<file path="src/hdl/assert_macros.svh">
// ---------------------------------------------------------------------------
// Assertion macros used by the list store datapath.
// Each macro expects clk and rst_n to be visible where it is used.
// ---------------------------------------------------------------------------
`ifndef ASSERT_MACROS_SVH
`define ASSERT_MACROS_SVH

// Plain invariant checked at every clock edge outside reset.
`define ILS_ASSERT(label, expr, msg) \
  label: assert property (@(posedge clk) disable iff (!rst_n) (expr)) else $error(msg);

// Same-cycle implication checked at every clock edge outside reset.
`define ILS_ASSERT_IMP(label, ante, cons, msg) \
  label: assert property (@(posedge clk) disable iff (!rst_n) (ante) |-> (cons)) else $error(msg);

`endif

</file>
<file path="src/hdl/ils_pkg.sv">
// ---------------------------------------------------------------------------
// ils_pkg
// Sizes, request and status codes, and the command and status types that
// join the list store controller and datapath.
// ---------------------------------------------------------------------------
`default_nettype none

package ils_pkg;

  localparam int CAPACITY   = 256;
  localparam int VALUE_BITS = 32;
  localparam int SLOT_W     = $clog2(CAPACITY);
  localparam int LEN_W      = $clog2(CAPACITY + 1);
  localparam int POS_W      = 9;
  localparam int REQ_W      = 3;
  localparam int STATUS_W   = 2;

  // Request codes.
  localparam logic [REQ_W-1:0] REQ_APPEND    = 3'd0;
  localparam logic [REQ_W-1:0] REQ_INSERT    = 3'd1;
  localparam logic [REQ_W-1:0] REQ_REMOVE    = 3'd2;
  localparam logic [REQ_W-1:0] REQ_READ      = 3'd3;
  localparam logic [REQ_W-1:0] REQ_OVERWRITE = 3'd4;

  // Result status codes.
  localparam logic [STATUS_W-1:0] ST_DONE  = 2'd0;
  localparam logic [STATUS_W-1:0] ST_RANGE = 2'd1;
  localparam logic [STATUS_W-1:0] ST_FULL  = 2'd2;

  typedef enum logic [3:0] {
    S_IDLE,
    S_CHECK,
    S_WALK,
    S_VAL_RD,
    S_VAL_WR,
    S_INS_HEAD,
    S_INS_TAIL,
    S_INS_RD,
    S_INS_LINK,
    S_INS_FIX,
    S_RM_HEAD_RD,
    S_RM_HEAD_UPD,
    S_RM_RD1,
    S_RM_RD2,
    S_RM_UPD,
    S_FINISH
  } ctrl_state_t;

  // Datapath micro-operations, one per cycle.
  typedef enum logic [3:0] {
    DP_NOP,
    DP_LOAD,
    DP_CHECK,
    DP_WALK,
    DP_VAL_RD,
    DP_VAL_WR,
    DP_INS_HEAD,
    DP_INS_TAIL,
    DP_LINK_RD_TGT,
    DP_INS_LINK,
    DP_INS_FIX,
    DP_RM_HEAD_RD,
    DP_RM_HEAD_UPD,
    DP_RM_RD2,
    DP_RM_UPD,
    DP_FINISH
  } dp_op_t;

  typedef struct packed {
    logic [STATUS_W-1:0] err;
    logic                is_ins;
    logic                is_rm;
    logic                is_rd;
    logic                is_ovw;
    logic                at_head;
    logic                at_tail;
    logic                walk_done;
    logic                out_busy;
  } dp_status_t;

endpackage

`default_nettype wire

</file>
<file path="src/hdl/ils_ctrl.sv">
// ---------------------------------------------------------------------------
// ils_ctrl
// Sequencer of the list store: steps each request through check, chain walk,
// link and value updates, one micro-op a cycle; finish waits on busy output.
// ---------------------------------------------------------------------------
`default_nettype none

module ils_ctrl (
  input  logic                clk,
  input  logic                rst_n,
  input  logic                in_valid,
  output logic                in_ready,
  input  ils_pkg::dp_status_t sts,
  output ils_pkg::dp_op_t     cmd_op
);
  import ils_pkg::*;

  ctrl_state_t state_r;
  ctrl_state_t state_nxt;

  always_ff @(posedge clk) begin
    if (!rst_n) begin
      state_r <= S_IDLE;
    end else begin
      state_r <= state_nxt;
    end
  end

  // Next state.
  always_comb begin
    state_nxt = state_r;
    unique case (state_r)
      S_IDLE: begin
        if (in_valid) state_nxt = S_CHECK;
      end
      S_CHECK: begin
        priority if (sts.err != ST_DONE) state_nxt = S_FINISH;
        else if (sts.is_rd || sts.is_ovw) state_nxt = S_WALK;
        else if (sts.is_ins) begin
          priority if (sts.at_head) state_nxt = S_INS_HEAD;
          else if (sts.at_tail) state_nxt = S_INS_TAIL;
          else state_nxt = S_WALK;
        end else if (sts.is_rm) begin
          state_nxt = sts.at_head ? S_RM_HEAD_RD : S_WALK;
        end else state_nxt = S_FINISH;
      end
      S_WALK: begin
        if (sts.walk_done) begin
          priority if (sts.is_rd) state_nxt = S_VAL_RD;
          else if (sts.is_ovw) state_nxt = S_VAL_WR;
          else if (sts.is_ins) state_nxt = S_INS_RD;
          else state_nxt = S_RM_RD1;
        end
      end
      S_VAL_RD:      state_nxt = S_FINISH;
      S_VAL_WR:      state_nxt = S_FINISH;
      S_INS_HEAD:    state_nxt = S_FINISH;
      S_INS_TAIL:    state_nxt = S_FINISH;
      S_INS_RD:      state_nxt = S_INS_LINK;
      S_INS_LINK:    state_nxt = S_INS_FIX;
      S_INS_FIX:     state_nxt = S_FINISH;
      S_RM_HEAD_RD:  state_nxt = S_RM_HEAD_UPD;
      S_RM_HEAD_UPD: state_nxt = S_FINISH;
      S_RM_RD1:      state_nxt = S_RM_RD2;
      S_RM_RD2:      state_nxt = S_RM_UPD;
      S_RM_UPD:      state_nxt = S_FINISH;
      S_FINISH: begin
        if (!sts.out_busy) state_nxt = S_IDLE;
      end
      default:       state_nxt = S_IDLE;
    endcase
  end

  // Outputs.
  always_comb begin
    in_ready = 1'b0;
    cmd_op   = DP_NOP;
    unique case (state_r)
      S_IDLE: begin
        in_ready = 1'b1;
        if (in_valid) cmd_op = DP_LOAD;
      end
      S_CHECK:       cmd_op = DP_CHECK;
      S_WALK:        cmd_op = DP_WALK;
      S_VAL_RD:      cmd_op = DP_VAL_RD;
      S_VAL_WR:      cmd_op = DP_VAL_WR;
      S_INS_HEAD:    cmd_op = DP_INS_HEAD;
      S_INS_TAIL:    cmd_op = DP_INS_TAIL;
      S_INS_RD:      cmd_op = DP_LINK_RD_TGT;
      S_INS_LINK:    cmd_op = DP_INS_LINK;
      S_INS_FIX:     cmd_op = DP_INS_FIX;
      S_RM_HEAD_RD:  cmd_op = DP_RM_HEAD_RD;
      S_RM_HEAD_UPD: cmd_op = DP_RM_HEAD_UPD;
      S_RM_RD1:      cmd_op = DP_LINK_RD_TGT;
      S_RM_RD2:      cmd_op = DP_RM_RD2;
      S_RM_UPD:      cmd_op = DP_RM_UPD;
      S_FINISH: begin
        if (!sts.out_busy) cmd_op = DP_FINISH;
      end
      default:       cmd_op = DP_NOP;
    endcase
  end

endmodule

`default_nettype wire

</file>
<file path="config.mk">
export PLATFORM = sky130hd
export DESIGN_NAME = ils_ctrl
export DESIGN_NICKNAME = d
export VERILOG_FILES = /design/src/hdl/assert_macros.svh /design/src/hdl/ils_pkg.sv /design/src/hdl/ils_ctrl.sv
export SDC_FILE = /design/constraint.sdc
export NUM_CORES = 1
export LEC_CHECK = 0
export BUFFER_PORTS_ARGS = -buffer_cell sky130_fd_sc_hd__buf_4
export CORE_AREA = 3 3 40 42
export CTS_BUF_LIST = sky130_fd_sc_hd__clkbuf_8
export DETAILED_ROUTE_END_ITERATION = 8
export DIE_AREA = 0 0 43 45
export PLACE_DENSITY = 0.7
export SYNTH_ARGS = -nofsm -noshare
export SYNTH_HDL_FRONTEND = slang
export SYNTH_SLANG_ARGS = --single-unit
</file>
<file path="constraint.sdc">
create_clock -name clk -period 2.24 [get_ports clk]
set_input_delay 0.448 -clock clk [delete_from_list [all_inputs] [get_ports clk]]
set_output_delay 0.448 -clock clk [all_outputs]
set_load 0.05 [all_outputs]
</file>
==> results_dict.tcl <==
set metrics [dict create \
    hold_violations 0 \
    unrepaired_setup_endpoints_after_global_routing "false" \
    timing.critical_path.mode_cell "buf_4" \
    power_uw 1250 \
    die_height_um 45 \
    floorplan.initialDensity 0.436 \
    setup_total_negative_slack_ns 0 \
    library_cells_used_by_synthesis 38 \
    io_pins 18 \
    dp_hpwl_um 1120 \
    cts-root-buf "clkbuf_8" \
    synth-seq-area-share 0.143 \
    holdBufCountCts 0 \
    timing.final.max_slew_violations 0 \
    post-cts-setup-buffers 0 \
    slew-limit-headroom 0.659 \
    critPathTopFamily "flip-flops" \
    drcViolationCount 0 \
    final.min_clock_period_ns 1.98 \
    ratio_of_cells_with_drive_above_1_in_the_final_layout 0.320 \
    synth.avg_cell_area_um2 7.19 \
    critical_path.max_fanout 14 \
    core.rowCount 13 \
    clock_tree.buffer_depth 2 \
    critPathArrivalTime_ns 1.53 \
    cts_resized 0 \
    place_congestion 0.806 \
    regArea_um2 80.1 \
    fill_cell_total_of_the_finished_layout 134 \
    cp.required_ns 1.79 \
    yosys_warnings 0 \
    drt.antenna.violating_nets 0 \
    timing.setup.critical_path_class "reg2out" \
    routedWlPerCell_um 12.8 \
    reg_top3 "state_r x4" \
    num_vias 657 \
    worst_slew_pin_slew_ns 0.511 \
    worst_path_largest_cell_delay_ns 0.63 \
    max_freq_mhz 506 \
    final_design_area_no_fill_um2 737 \
    outcome "completed" \
    total_standard_cell_area_after_synthesis_um2 561 \
    p_leak_uw 0.000305 \
    cts_tree "done" \
    drt_iter0_markers 12 \
    whs_ns 0.509 \
    area_delta_synth_final_pct 31.5 \
    layout.cells.most_common_list "buf_4 (21), nor2_1 (8), nand2_1 (6), o21ai_1 (6)" \
    grt_pass1_wl_um 2420 \
    port-buffer-count 17 \
    crit_chain "buf_4 -> nor2_1 -> nor3_2 -> buf_4" \
    multi_input_comb_area_um2 420 \
    finish.cell_count_without_fillers 112 \
    placed_cells_incl_taps 109 \
    setup_viol 0 \
    number_of_antenna_violations_at_the_first_check_in_global_routing 0 \
    mostFrequentLayoutCell "buf_4" \
    post-route-period-util 0.883 \
    vdd.ir_drop.worst_mv 0.749 \
    timing.hold.worst.class "in2reg" \
    pin_count_of_the_biggest_net_entering_global_routing 15 \
    cts.sink_count 4 \
    antenna_cells_inserted 0 \
    placed_area_um2 696 \
    first_global_vias 592 \
    dieWidth_um 43 \
    grt_util_all_layers 0.156 \
    route.detailed.vias_per_inst 5.87 \
    cp.depth 4 \
    r2r_cells 5 \
    cap_violations 0 \
    crit_buf_inv 2 \
    cts_clock_pin_slew_for_the_worst_setup_and_hold_paths_ns 0.03 \
    drtPass1Iterations 4 \
    power_density_normalized_to_cell_area_nw_per_um2 1700 \
    die-area_um2 1940 \
    htree_num_levels 1 \
    totalWireLength_um 1440 \
    setup.worst_path.start_class "register" \
    cts-buffers-inserted 3 \
    net_count_reported_at_finish 112 \
    top_register "state_r" \
    critical-path-slowest-cell "dfxtp_1" \
    grt_overflow_total 0 \
    clk_latency_ns 0.21 \
    fin_skew_ns 0.00420 \
    synth-seq-cells 4 \
    largest_reg_flops 4 \
    worst_hold_path.num_cells 3 \
    coreArea_um2 1280 \
    end_kind "output pin" \
    postSynthCellCount 78 \
    mappedNetlistNets 91 \
]
==> stage by stage <==
step,setup WS (ns),util
after floorplan,0.259,-
after global placement,0.516,0.541
after detailed placement,0.493,0.541
after CTS,0.268,0.574
after global routing,0.109,0.574
final,0.262,0.574
==> where the power goes <==
part	switching (uW)	total (uW)	internal (uW)
clock network	32.0	146	114
logic	525	872	347
registers	127	235	107
==> per-layer routing <==
| layer | vias to the layer above | GRT usage | share of wire |
|---|---|---|---|
| met2 | 20 | 0.251 | 0.48 |
| met5 | - | 0 | 0 |
| met3 | 2 | 0.0359 | 0.059 |
| met1 | 301 | 0.216 | 0.45 |
| li1 | 334 | - | - |
| met4 | 0 | 0.0301 | 0.012 |
==> kinds of logic after synthesis <==
group	Yosys count	synth area share
simple gates	39	0.424
compound gates	25	0.317
buf+inv	10	0.116
flops	4	0.143
==> final timing paths <==
| path | from | end | slack (ns) |
|---|---|---|---|
| max reg2reg | state_r[3] | state_r[0] | 0.75 |
| min | rst_n | state_r[1] | 0.51 |
| max | state_r[2] | cmd_op[2] | 0.26 |
| min reg2reg | state_r[1] | state_r[1] | 0.75 |
==> worst min-delay path, cell delays in order <==
cell and delay [ns]:
buf_4 0.12, inv_1 0.07, a221oi_2 0.04
==> synthesized netlist by cell type, drive strengths merged <==
cell type	count	share of area
nor4bb	1	0.018
nor3b	2	0.027
nor2	8	0.054
buf	5	0.083
a221oi	1	0.027
and4	1	0.016
inv	5	0.033
a32oi	2	0.031
o32a	1	0.018
nand3	3	0.027
nor3	2	0.018
o221ai	1	0.016
o21a	2	0.027
a2111oi	1	0.016
dfxtp	4	0.14
nor4b	1	0.027
nor4	2	0.049
nand4	2	0.022
a21oi	3	0.027
o211ai	1	0.013
nand2b	2	0.022
and3	1	0.011
a31oi	1	0.011
o21ai	9	0.087
o41ai	2	0.031
nand2	7	0.051
nand3b	1	0.013
nor2b	3	0.033
a211oi	1	0.013
and2b	1	0.013
or3	2	0.022
==> final cells by class <==
cell class	instances	area share
Sequential cell	4	0.109
Tap cell	15	0.0255
Clock buffer	3	0.0560
Timing Repair Buffer	21	0.214
Multi-Input combinational cell	64	0.570
Inverter	5	0.0255
(Power assumes the default switching activity.)
